--- config.mk ---
export PLATFORM = sky130hd
export DESIGN_NAME = bfa_ctrl
export DESIGN_NICKNAME = d
export VERILOG_FILES = /design/src/sv/bitmap_frame_allocator_assert.svh /design/src/sv/bfa_pkg.sv /design/src/sv/bfa_ctrl.sv
export SDC_FILE = /design/constraint.sdc
export NUM_CORES = 1
export LEC_CHECK = 0
export ABC_AREA = 1
export BUFFER_PORTS_ARGS = -buffer_cell sky130_fd_sc_hd__buf_2
export CORE_AREA = 5 5 42 44
export CTS_CLUSTER_DIAMETER = 60
export DETAILED_ROUTE_END_ITERATION = 10
export DIE_AREA = 0 0 47 49
export GPL_TIMING_DRIVEN = 1
export SYNTH_ARGS = -nofsm -noshare
export SYNTH_HDL_FRONTEND = slang
export SYNTH_SLANG_ARGS = --single-unit
--- constraint.sdc ---
create_clock -name clk -period 1.3 [get_ports clk]
set_input_delay 0.195 -clock clk [delete_from_list [all_inputs] [get_ports clk]]
set_output_delay 0.195 -clock clk [all_outputs]
set_load 0.005 [all_outputs]
--- src/sv/bitmap_frame_allocator_assert.svh ---
// assertion macros for the bitmap frame allocator
// used by the top level; needs clk and rst_n in scope
`ifndef BITMAP_FRAME_ALLOCATOR_ASSERT_SVH
`define BITMAP_FRAME_ALLOCATOR_ASSERT_SVH
`ifndef SYNTHESIS
`define BFA_ASSERT_NOW(lbl, pre, post, msg) \
    lbl: assert property (@(posedge clk) disable iff (!rst_n) (pre) |-> (post)) else $error(msg);
`define BFA_ASSERT_NEXT(lbl, pre, post, msg) \
    lbl: assert property (@(posedge clk) disable iff (!rst_n) (pre) |=> (post)) else $error(msg);
`else
`define BFA_ASSERT_NOW(lbl, pre, post, msg)
`define BFA_ASSERT_NEXT(lbl, pre, post, msg)
`endif
`endif

--- src/sv/bfa_pkg.sv ---
// shared types, codes and helper functions for the bitmap frame allocator
// no dependencies
`default_nettype none
package bfa_pkg;
    localparam int DEF_MAX_FRAMES  = 32768;
    localparam int DEF_FRAME_BYTES = 4096;
    localparam int WORD_BITS       = 32;

    localparam logic [2:0] REQ_INIT    = 3'd0;
    localparam logic [2:0] REQ_RELEASE = 3'd1;
    localparam logic [2:0] REQ_RESERVE = 3'd2;
    localparam logic [2:0] REQ_READY   = 3'd3;
    localparam logic [2:0] REQ_ALLOC   = 3'd4;
    localparam logic [2:0] REQ_FREE    = 3'd5;

    typedef enum logic [2:0] {
        ST_FILL, ST_IDLE, ST_SETUP, ST_READ, ST_MOD, ST_DONE
    } state_t;

    typedef enum logic [1:0] {
        SR_DONE, SR_SCAN, SR_FILL
    } setup_res_t;

    typedef enum logic {
        MR_NEXT, MR_DONE
    } mod_res_t;

    typedef enum logic [1:0] {
        OP_CLR, OP_SET, OP_FIND
    } op_t;

    typedef struct packed {
        logic load;
        logic setup;
        logic rd;
        logic md;
        logic fill;
        logic emit;
    } cmd_t;

    typedef struct packed {
        setup_res_t setup_res;
        mod_res_t   mod_res;
        logic       fill_last;
        logic       out_free;
    } sts_t;

    function automatic logic [5:0] popcount32(input logic [WORD_BITS-1:0] v);
        logic [5:0] n;
        n = 6'd0;
        for (int i = 0; i < WORD_BITS; i++)
        begin
            n = n + 6'(v[i]);
        end
        return n;
    endfunction

    function automatic logic [4:0] lowest_set32(input logic [WORD_BITS-1:0] v);
        logic [4:0] b;
        b = 5'd0;
        for (int i = WORD_BITS - 1; i >= 0; i--)
        begin
            if (v[i])
            begin
                b = 5'(i);
            end
        end
        return b;
    endfunction
endpackage
`default_nettype wire

--- src/sv/bfa_ctrl.sv ---
// controller state machine of the bitmap frame allocator
// depends on bfa_pkg; drives the datapath through cmd_t, reads sts_t
`default_nettype none
module bfa_ctrl (
    input  wire logic          clk,
    input  wire logic          rst_n,
    input  wire logic          s_tvalid,
    output logic               s_tready,
    output bfa_pkg::cmd_t      cmd,
    input  wire bfa_pkg::sts_t sts
);
    bfa_pkg::state_t state_reg, state_next;
    logic fill_req_reg, fill_req_next;

    always_ff @(posedge clk or negedge rst_n)
    begin
        if (!rst_n)
        begin
            state_reg    <= bfa_pkg::ST_FILL;
            fill_req_reg <= 1'b0;
        end
        else
        begin
            state_reg    <= state_next;
            fill_req_reg <= fill_req_next;
        end
    end

    always_comb
    begin
        state_next    = state_reg;
        fill_req_next = fill_req_reg;
        unique case (state_reg)
            bfa_pkg::ST_FILL:
            begin
                if (sts.fill_last)
                begin
                    state_next    = fill_req_reg ? bfa_pkg::ST_DONE : bfa_pkg::ST_IDLE;
                    fill_req_next = 1'b0;
                end
            end
            bfa_pkg::ST_IDLE:
            begin
                if (s_tvalid)
                begin
                    state_next = bfa_pkg::ST_SETUP;
                end
            end
            bfa_pkg::ST_SETUP:
            begin
                unique case (sts.setup_res)
                    bfa_pkg::SR_FILL:
                    begin
                        state_next    = bfa_pkg::ST_FILL;
                        fill_req_next = 1'b1;
                    end
                    bfa_pkg::SR_SCAN: state_next = bfa_pkg::ST_READ;
                    default:          state_next = bfa_pkg::ST_DONE;
                endcase
            end
            bfa_pkg::ST_READ: state_next = bfa_pkg::ST_MOD;
            bfa_pkg::ST_MOD:
            begin
                if (sts.mod_res == bfa_pkg::MR_DONE)
                begin
                    state_next = bfa_pkg::ST_DONE;
                end
                else
                begin
                    state_next = bfa_pkg::ST_READ;
                end
            end
            bfa_pkg::ST_DONE:
            begin
                if (sts.out_free)
                begin
                    state_next = bfa_pkg::ST_IDLE;
                end
            end
            default: state_next = bfa_pkg::ST_IDLE;
        endcase
    end

    always_comb
    begin
        s_tready  = (state_reg == bfa_pkg::ST_IDLE);
        cmd.load  = (state_reg == bfa_pkg::ST_IDLE) && s_tvalid;
        cmd.setup = (state_reg == bfa_pkg::ST_SETUP);
        cmd.rd    = (state_reg == bfa_pkg::ST_READ);
        cmd.md    = (state_reg == bfa_pkg::ST_MOD);
        cmd.fill  = (state_reg == bfa_pkg::ST_FILL);
        cmd.emit  = (state_reg == bfa_pkg::ST_DONE) && sts.out_free;
    end
endmodule
`default_nettype wire

==> results of run 1 <==
metal layers:
metal | track usage | vias up
met4 | 0.0138 | 0
met5 | 0 | -
li1 | - | 222
met2 | 0.127 | 15
met3 | 0.0590 | 0
met1 | 0.105 | 182
final cells by class:
| cell class | instances | area [um2] | share of cell area |
|---|---|---|---|
| inverters | 13 | 48.8 | 0.0852 |
| multi-input cells | 39 | 231 | 0.404 |
| well taps | 16 | 20.0 | 0.0349 |
| flip-flops and latches | 4 | 104 | 0.181 |
| repair buffers | 23 | 146 | 0.255 |
| clock buffers | 3 | 22.5 | 0.0393 |
report_power, final:
part / internal, mW / switching, mW / leakage [nW]
combinational: 0.338 / 0.346 / 0.293
clock: 0.103 / 0.0515 / 0.0138
sequential: 0.181 / 0.0852 / 0.0475
logic make-up (layout without fill, tap and decap cells):
| kind of cell | after synthesis | count (layout) | share of synthesized area |
|---|---|---|---|
| adder cells (fa/ha/maj) | 3 | 3 | 0.101 |
| flip-flops | 4 | 4 | 0.268 |
| AO/OA/AOI/OAI | 4 | 4 | 0.0537 |
| AND/OR/NAND/NOR | 32 | 32 | 0.426 |
| buffers and inverters | 14 | 39 | 0.151 |
worst max-delay path, cell delays in order (launching register included):
cell and delay, ps:
dfrtp_2 450, nor2_4 190, nand2_2 80, inv_2 40, buf_2 100
cells in the final DEF (no fill, tap or decap), drive strengths merged:
cell type,count
clkbuf,3
nor3,2
o21ai,3
inv,13
nor2,10
dlygate4sd3,1
ha,3
nand2,13
nand3,7
a21oi,1
dfrtp,4
buf,22
final timing paths:
path	endpoint	slack, ps	cells past startpoint
setup / recovery	cmd[1]	6	4
hold / removal	state_reg[1]$_DFFE_PN0P_	270	4
setup reg to reg	state_reg[2]$_DFFE_PN0P_	130	7
hold reg to reg	fill_req_reg$_DFFE_PN0P_	500	2
max in group asynchronous	state_reg[1]$_DFFE_PN0P_	860	2
min in group asynchronous	fill_req_reg$_DFFE_PN0P_	310	2
stage by stage:
step                      total power [mW]  hold WS [ps]  instance area (um2)  TNS (ps)
after global placement               0.731          1.79                  455         0
after CTS                            0.996           263                  523     -17.7
after global routing                  1.20           264                  573      -164
after detailed placement             0.730          5.95                  455         0
after floorplan                      0.587          -101                  373         0
final                                 1.10           267                  573         0
what timing repair did:
action                                 in CTS  in global routing
pin swaps                                   1                  5
hold buffers                                1                  0
gates cloned                                0                  0
endpoints found under the hold margin       4                  0
buffers inserted                            3                  5
gates resized for setup                     4                  6
setup endpoints to repair                   6                  7
==> results.yml, run 1 <==
critical_path:
  r2r_start: "state_reg[1]$_DFFE_PN0P_"
  worstPathRequired_ps: 1110
  cp-end-kind: "primary output"
  critPathLaunchType: "register"
  worst-endpoint-arrival_ps: 1100
  path_class: "reg -> out"
  critPathLaunch: "state_reg[1]$_DFFE_PN0P_"
  critPathMaxFanout: 5
routing:
  wl_per_cell_um: 9.83
  drtAntennaViolNets: 0
  routed_via_density: 4.28
  first_iter_violations: 15
  wl_met1_um: 381
  dr_wl_met2_um: 507
  drc: 0
  wl_um: 963
  routed.top_layer: "met3"
  vias: 419
  met3_length_um: 74
  dr.pass1.iters: 4
sta:
  slew_headroom: 0.875
  min_period_over_period: 0.995
  min_period_ps: 1290
  fmax_mhz: 773
  rsz0062_at_grt: "true"
  worstMarginPinSlew_ps: 186
  finalMaxSlewViolations: 0
  fin_skew_ps: 2.12
  fin_ws_ps: 6.09
  hold_viol: 0
  setup_viol: 0
logic_synthesis:
  syn-num-nets: 68
  synth_async_sr_flop_share: 1.00
  yosys_warnings: 0
  ys_seq_area_frac: 0.268
  synth_ff_type: "dfrtp_1"
  yosysMostFrequentCell: "nand2_1"
  ys_ff_latch: 4
  avgSynthCellArea_um2: 6.54
  synth_commonest_cells: "nand2_1, inv_1, nor2_1"
  synth_cell_types: 15
  syn-cell-area_um2: 373
  syn_inst: 57
  synth_area_leaders: "dfrtp_1, nand2_1, ha_1"
  synth_edf_count: 0
  synth_top_area_share: 0.268
  synth_area_leader_cell: "dfrtp_1"
cts:
  numClockSinks: 4
  cts_buffers: 3
  cts_tree: "built"
  cts_buffer_depth: 2
  clkTransAtPathRegs_ps: 40
  clockRootBuffer: "clkbuf_4"
  htree_levels: 1
  clkLatencyLatePin_ps: 240
placed_design:
  routabilityCongestion: 0.786
  dp.cells: 86
  pre_cts_ws_ps: 172
  port_buffers: 14
  hpwlAfterDp_um: 705
flow_run:
  cap_violations: 0
global_route:
  grt_pass1_vias: 359
  grt_first_pass_wirelength_um: 1460
  grt_max_degree: 8
  overflow: 0
  grt_usage: 0.0866
  antenna_found_initial: 0
power:
  p_leak_nw: 0.354
  powerDensity_mw_per_mm2: 1930
  irDropWorstVdd_uv: 680
die:
  ios: 15
  die_h_um: 49
  start_util: 0.266
  die-area_mm2: 0.00230
  rows: 14
  core-area_mm2: 0.00140
  die_w_um: 47
finish:
  area_growth_pct: 53.7
  fillers: 168
  final_cells: 98
  drive_above_1_share: 0.537
  largest_reg_flops: 3
  fin_nets: 95
  final_core_util: 0.409
  diodes: 0
status:
  status: "finished, final reports clean"
hold_path:
  min_path_type: "in -> reg"
  min_from: "sts[2]"
(Power assumes the default switching activity.)
==> run 2: changes to the inputs <==
--- a/config.mk
+++ b/config.mk
@@ -12,6 +12,7 @@
 export DETAILED_ROUTE_END_ITERATION = 10
 export DIE_AREA = 0 0 47 49
 export GPL_TIMING_DRIVEN = 1
+export MAX_ROUTING_LAYER = met4
 export SYNTH_ARGS = -nofsm -noshare
 export SYNTH_HDL_FRONTEND = slang
 export SYNTH_SLANG_ARGS = --single-unit
==> run 2 against run 1 <==
Die area stayed put. Critical path depth stayed put. First-iteration DRC count is 13% lower. Utilization stayed put. Count of clock-buffer cells in the layout stayed put. Final area stayed put. Non-clock buffer count stayed put. Hold slack worse by 3.3 ps. Fmax hardly changed. Global-route usage is 0.22 points higher.
==> results.yml, run 2 (synthesis gave the netlist of run 1 again) <==
critical_path:
  r2r_start: "state_reg[1]$_DFFE_PN0P_"
  crit_family: "flip-flops"
  slowest_stage: "dfrtp_2"
  path_class: "reg -> out"
  reg2reg_to: "state_reg[2]$_DFFE_PN0P_"
  critPathMaxFanout: 5
  r2r_cells: 7
  worst-endpoint-arrival_ps: 1100
  path_cells: "nor2_4 -> nand2_2 -> inv_2 -> buf_2"
  r2r_slack_ps: 130
  crit_buf_inv: 2
  cpPeakStageDelay_ps: 450
  cp-end-kind: "primary output"
  worstPathRequired_ps: 1110
  critPathLaunchType: "register"
global_route:
  grt_first_pass_wirelength_um: 1460
  grt_max_degree: 8
  overflow: 0
  grt_pass1_vias: 358
  grt_usage: 0.0888
  antenna_found_initial: 0
cts:
  numClockSinks: 4
  htree_levels: 1
  cts_buffer_depth: 2
  cts_tree: "built"
  cts_buffers: 3
  clockRootBuffer: "clkbuf_4"
  clkLatencyLatePin_ps: 230
  clkTransAtPathRegs_ps: 40
hold_path:
  hold_end: "state_reg[1]$_DFFE_PN0P_"
  hold_depth: 4
  min_from: "sts[2]"
  min_path_type: "in -> reg"
sta:
  slew_headroom: 0.875
  finalMaxSlewViolations: 0
  fmax_mhz: 773
  fin_skew_ps: 2.06
  rsz0062_at_grt: "true"
  tns_ps: 0
  min_period_ps: 1290
  hold_viol: 0
  worstMarginPinSlew_ps: 186
  setup_viol: 0
  min_period_over_period: 0.995
power:
  powerDensity_mw_per_mm2: 1930
  power.total_mw: 1.10
  irDropWorstVdd_uv: 681
  p_leak_nw: 0.354
die:
  core-area_mm2: 0.00140
  start_util: 0.266
  die_w_um: 47
  die_h_um: 49
  ios: 15
  rows: 14
  die-area_mm2: 0.00230
placed_design:
  dp.cells: 86
  hpwlAfterDp_um: 705
  routabilityCongestion: 0.797
  port_buffers: 14
  placed_area_um2: 455
routing:
  first_iter_violations: 13
  vias: 417
  wl_um: 963
  routed_via_density: 4.26
  drc: 0
  dr.pass1.iters: 4
  wl_per_cell_um: 9.83
  drtAntennaViolNets: 0
finish:
  largest_reg_flops: 3
  final_area_um2: 573
  fillers: 168
  mostFrequentLayoutCells: "buf_2, nand2_1, buf_4"
  final_cells: 98
  area_growth_pct: 53.7
  diodes: 0
  fin_nets: 95
  drive_above_1_share: 0.537
  layout_commonest_cell: "buf_2"
  final_core_util: 0.409
status:
  status: "finished, final reports clean"
flow_run:
  cap_violations: 0
==> run 2: worst max path at each step <==
stage	startpoint	to	slack (ps)	depth (start not counted)
6_report	state_reg[1]$_DFFE_PN0P_	cmd[1]	7	4
5_1_grt	state_reg[2]$_DFFE_PN0P_	cmd[5]	-50	4
4_1_cts	state_reg[0]$_DFFE_PN0P_	cmd[5]	-20	5
3_5_place_dp	sts[3]	state_reg[2]$_DFFE_PN0P_	170	7
3_3_place_gp	state_reg[2]$_DFFE_PN0P_	state_reg[2]$_DFFE_PN0P_	160	6
2_1_floorplan	state_reg[0]$_DFFE_PN0P_	state_reg[2]$_DFFE_PN0P_	300	6
==> run 2: routing by layer <==
layer,GRT usage,share of wire,up-vias
li1,-,-,222
met3,0.0554,0.073,0
met4,0.0138,0,0
met2,0.127,0.52,13
met1,0.108,0.40,182
met5,-,0,-
==> run 2: area by class of cell <==
| class | count | area, um2 | share of cell area |
|---|---|---|---|
| sequential | 4 | 104 | 0.181 |
| timing repair buffer | 23 | 146 | 0.255 |
| clock buffer | 3 | 22.5 | 0.0393 |
| inverter | 13 | 48.8 | 0.0852 |
| tap | 16 | 20.0 | 0.0349 |
| multi-input combinational | 39 | 231 | 0.404 |
==> run 2: repair_timing <==
item / in CTS / in global routing
gates resized for setup: 4 / 6
setup endpoints to repair: 6 / 7
hold buffers: 1 / 0
pin swaps: 1 / 5
buffers inserted: 3 / 5
hold endpoints to repair: 4 / 0
==> run 2: where the power goes <==
| part | switching [mW] | internal [mW] |
|---|---|---|
| Clock | 0.0513 | 0.103 |
| Sequential | 0.0853 | 0.181 |
| Combinational | 0.346 | 0.338 |
| Total | 0.482 | 0.622 |
==> run 2: worst reg2reg max path: cells and delay by family, from the launching register on <==
kind,cells,cell delay [ps]
DFF,1,450
buffers and inverters,1,130
and+or+nand+nor,6,480
==> run 2: metrics by stage <==
stage / hold slack [ps] / setup WS (ps)
CTS: 263 / -17.7
global route: 264 / -47.7
global placement: 1.79 / 164
finish: 263 / 7.07
detailed placement: 5.95 / 172
floorplan: -101 / 298
==> run 3: changes to the inputs <==
--- a/config.mk
+++ b/config.mk
@@ -12,7 +12,6 @@
 export DETAILED_ROUTE_END_ITERATION = 10
 export DIE_AREA = 0 0 47 49
 export GPL_TIMING_DRIVEN = 1
-export MAX_ROUTING_LAYER = met4
 export SYNTH_ARGS = -nofsm -noshare
 export SYNTH_HDL_FRONTEND = slang
 export SYNTH_SLANG_ARGS = --single-unit
==> constraint.sdc (replaced) <==
create_clock -name clk -period 1.3 [get_ports clk]
set_input_delay 0.26 -clock clk [delete_from_list [all_inputs] [get_ports clk]]
set_output_delay 0.26 -clock clk [all_outputs]
set_load 0.005 [all_outputs]
==> run 3 against run 2 <==
The flow now finishes with violations (negative setup slack). Global-route usage increased by 1.8 points. Non-clock buffer count decreased by 1. Total power increased by 5.4%.
==> results.yml, run 3 (synthesis gave the netlist of run 1 again) <==
sta:
  slew_headroom: 0.833
  min_period_over_period: 1.06
  hold_viol: 0
  worstMarginPinSlew_ps: 248
  fin_ws_ps: -83.3
  finalMaxSlewViolations: 0
  setup_viol: 7
  min_period_ps: 1380
  fin_skew_ps: 10.0
  fmax_mhz: 723
  rsz0062_at_grt: "true"
critical_path:
  reg2reg_to: "state_reg[0]$_DFFE_PN0P_"
  r2r_cells: 8
  cpPeakStageDelay_ps: 460
  crit_family: "flip-flops"
  r2r_start: "state_reg[0]$_DFFE_PN0P_"
  worst-endpoint-arrival_ps: 1120
  slowest_stage: "dfrtp_2"
  cp.depth: 4
  crit_buf_inv: 1
  cp-end-kind: "primary output"
  path_cells: "nor2_4 -> nand2_2 -> nor2_2 -> buf_2"
  critPathLaunchType: "register"
  critPathMaxFanout: 7
  path_class: "reg -> out"
  critPathLaunch: "state_reg[2]$_DFFE_PN0P_"
  cp-endpoint: "cmd[5]"
  worstPathRequired_ps: 1040
  r2r_slack_ps: 90
global_route:
  grt_use_met1: 0.111
  grt_first_pass_wirelength_um: 1770
  grt_pass1_vias: 467
  grt.met3_usage: 0.0111
  grt_usage: 0.107
  grt_max_degree: 8
  busiest_layer: "met2"
  antenna_found_initial: 0
  overflow: 0
  grtUsageMet2: 0.179
cts:
  cts_tree: "built"
  cts_buffers: 3
  cts_buffer_depth: 2
  clkLatencyLatePin_ps: 250
  numClockSinks: 4
  clkTransAtPathRegs_ps: 40
  htree_levels: 1
  clockRootBuffer: "clkbuf_4"
power:
  powerDensity_mw_per_mm2: 2060
  pwr-share-clk: 0.142
  switching_power_mw: 0.520
  p_sw_frac: 0.447
  seqPwrFrac: 0.225
  power.total_mw: 1.16
  irDropWorstVdd_uv: 841
  combPwrFrac: 0.633
  intPower_mw: 0.643
  p_leak_nw: 0.350
die:
  core-area_mm2: 0.00140
  rows: 14
  die-area_mm2: 0.00230
  start_util: 0.266
  die_h_um: 49
  ios: 15
  die_w_um: 47
routing:
  drtAntennaViolNets: 0
  wl_um: 1070
  dr.pass1.iters: 4
  routed_via_density: 4.57
  first_iter_violations: 7
  wl_per_cell_um: 11.0
  drc: 0
  vias: 443
finish:
  drive_above_1_share: 0.531
  mostFrequentLayoutCells: "buf_2, nand2_1, inv_1, buf_4"
  diodes: 0
  fillers: 163
  layout_commonest_cell: "buf_2"
  largest_reg_flops: 3
  fin_nets: 94
  final_core_util: 0.404
  area_growth_pct: 51.7
placed_design:
  hpwlAfterDp_um: 755
  port_buffers: 14
  pre_cts_ws_ps: 68.3
  routabilityCongestion: 0.816
flow_run:
  cap_violations: 0
status:
  violations: "negative setup slack"
  status: "finished with violations"
hold_path:
  min_path_type: "in -> reg"
[run 3: cell types whose count changed in the layout (fill, tap and decap cells not counted)]
cell and delta:
buf_4 -1, nand2_2 -1, nand2_1 +1, nor2_1 -1, nor2_2 +1
[run 3: power by group through the flow]
| stage | sequential (mW) | clock, mW | combinational [mW] |
|---|---|---|---|
| 2_1_floorplan | 0.230 | 0 | 0.357 |
| 3_3_place_gp | 0.249 | 0 | 0.480 |
| 3_5_place_dp | 0.249 | 0 | 0.490 |
| 4_1_cts | 0.261 | 0.168 | 0.634 |
| 5_1_grt | 0.271 | 0.172 | 0.820 |
| 6_report | 0.262 | 0.166 | 0.737 |
[run 3: per-stage QoR]
step / area, um2 / instances / hold slack [ps] / TNS [ps]
floorplan: 373 / 57 / -35.6 / 0
global placement: 455 / 86 / 68.3 / 0
detailed placement: 455 / 86 / 68.9 / 0
CTS: 542 / 95 / 311 / -215
global route: 566 / 97 / 341 / -678
finish: 566 / 97 / 310 / -290
[run 3: area by class of cell]
cell class	count	area, um2	area share
repair buffers	22	139	0.246
well taps	16	20.0	0.0354
clock buffers	3	22.5	0.0398
flip-flops and latches	4	104	0.184
inverters	13	48.8	0.0863
multi-input cells	39	231	0.409
[run 3: metal layers]
| layer | share of wire | vias to the layer above |
|---|---|---|
| met3 | 0.037 | 3 |
| li1 | - | 223 |
| met2 | 0.55 | 15 |
| met5 | 0 | - |
| met1 | 0.39 | 202 |
| met4 | 0.025 | 0 |
[run 3: worst reg2reg max path, stage by stage (launching register included)]
cell     delay (ps)
dfrtp_2         430
inv_2           100
nor2_4           40
buf_4           130
buf_4           130
nand3_1          70
nand3_2          90
nand2_1          70
nand2_1          40
[run 3: timing repair]
item / in CTS / in global routing
hold buffers: 1 / 0
hold endpoints to repair: 4 / 0
setup buffers: 5 / 2
gates resized for setup: 6 / 4
cloned: 0 / 0
pin swaps: 1 / 4
setup endpoints to repair: 7 / 7
[run 3: how the worst min path moves through the flow]
stage	slack (ps)	depth (start not counted)	end	startpoint
global placement	70	1	state_reg[1]$_DFFE_PN0P_	rst_n
global route	340	4	state_reg[2]$_DFFE_PN0P_	sts[0]
floorplan	-40	0	fill_req_reg$_DFFE_PN0P_	rst_n
CTS	310	4	state_reg[2]$_DFFE_PN0P_	sts[0]
finish	310	4	state_reg[2]$_DFFE_PN0P_	sts[0]
detailed placement	70	1	fill_req_reg$_DFFE_PN0P_	rst_n
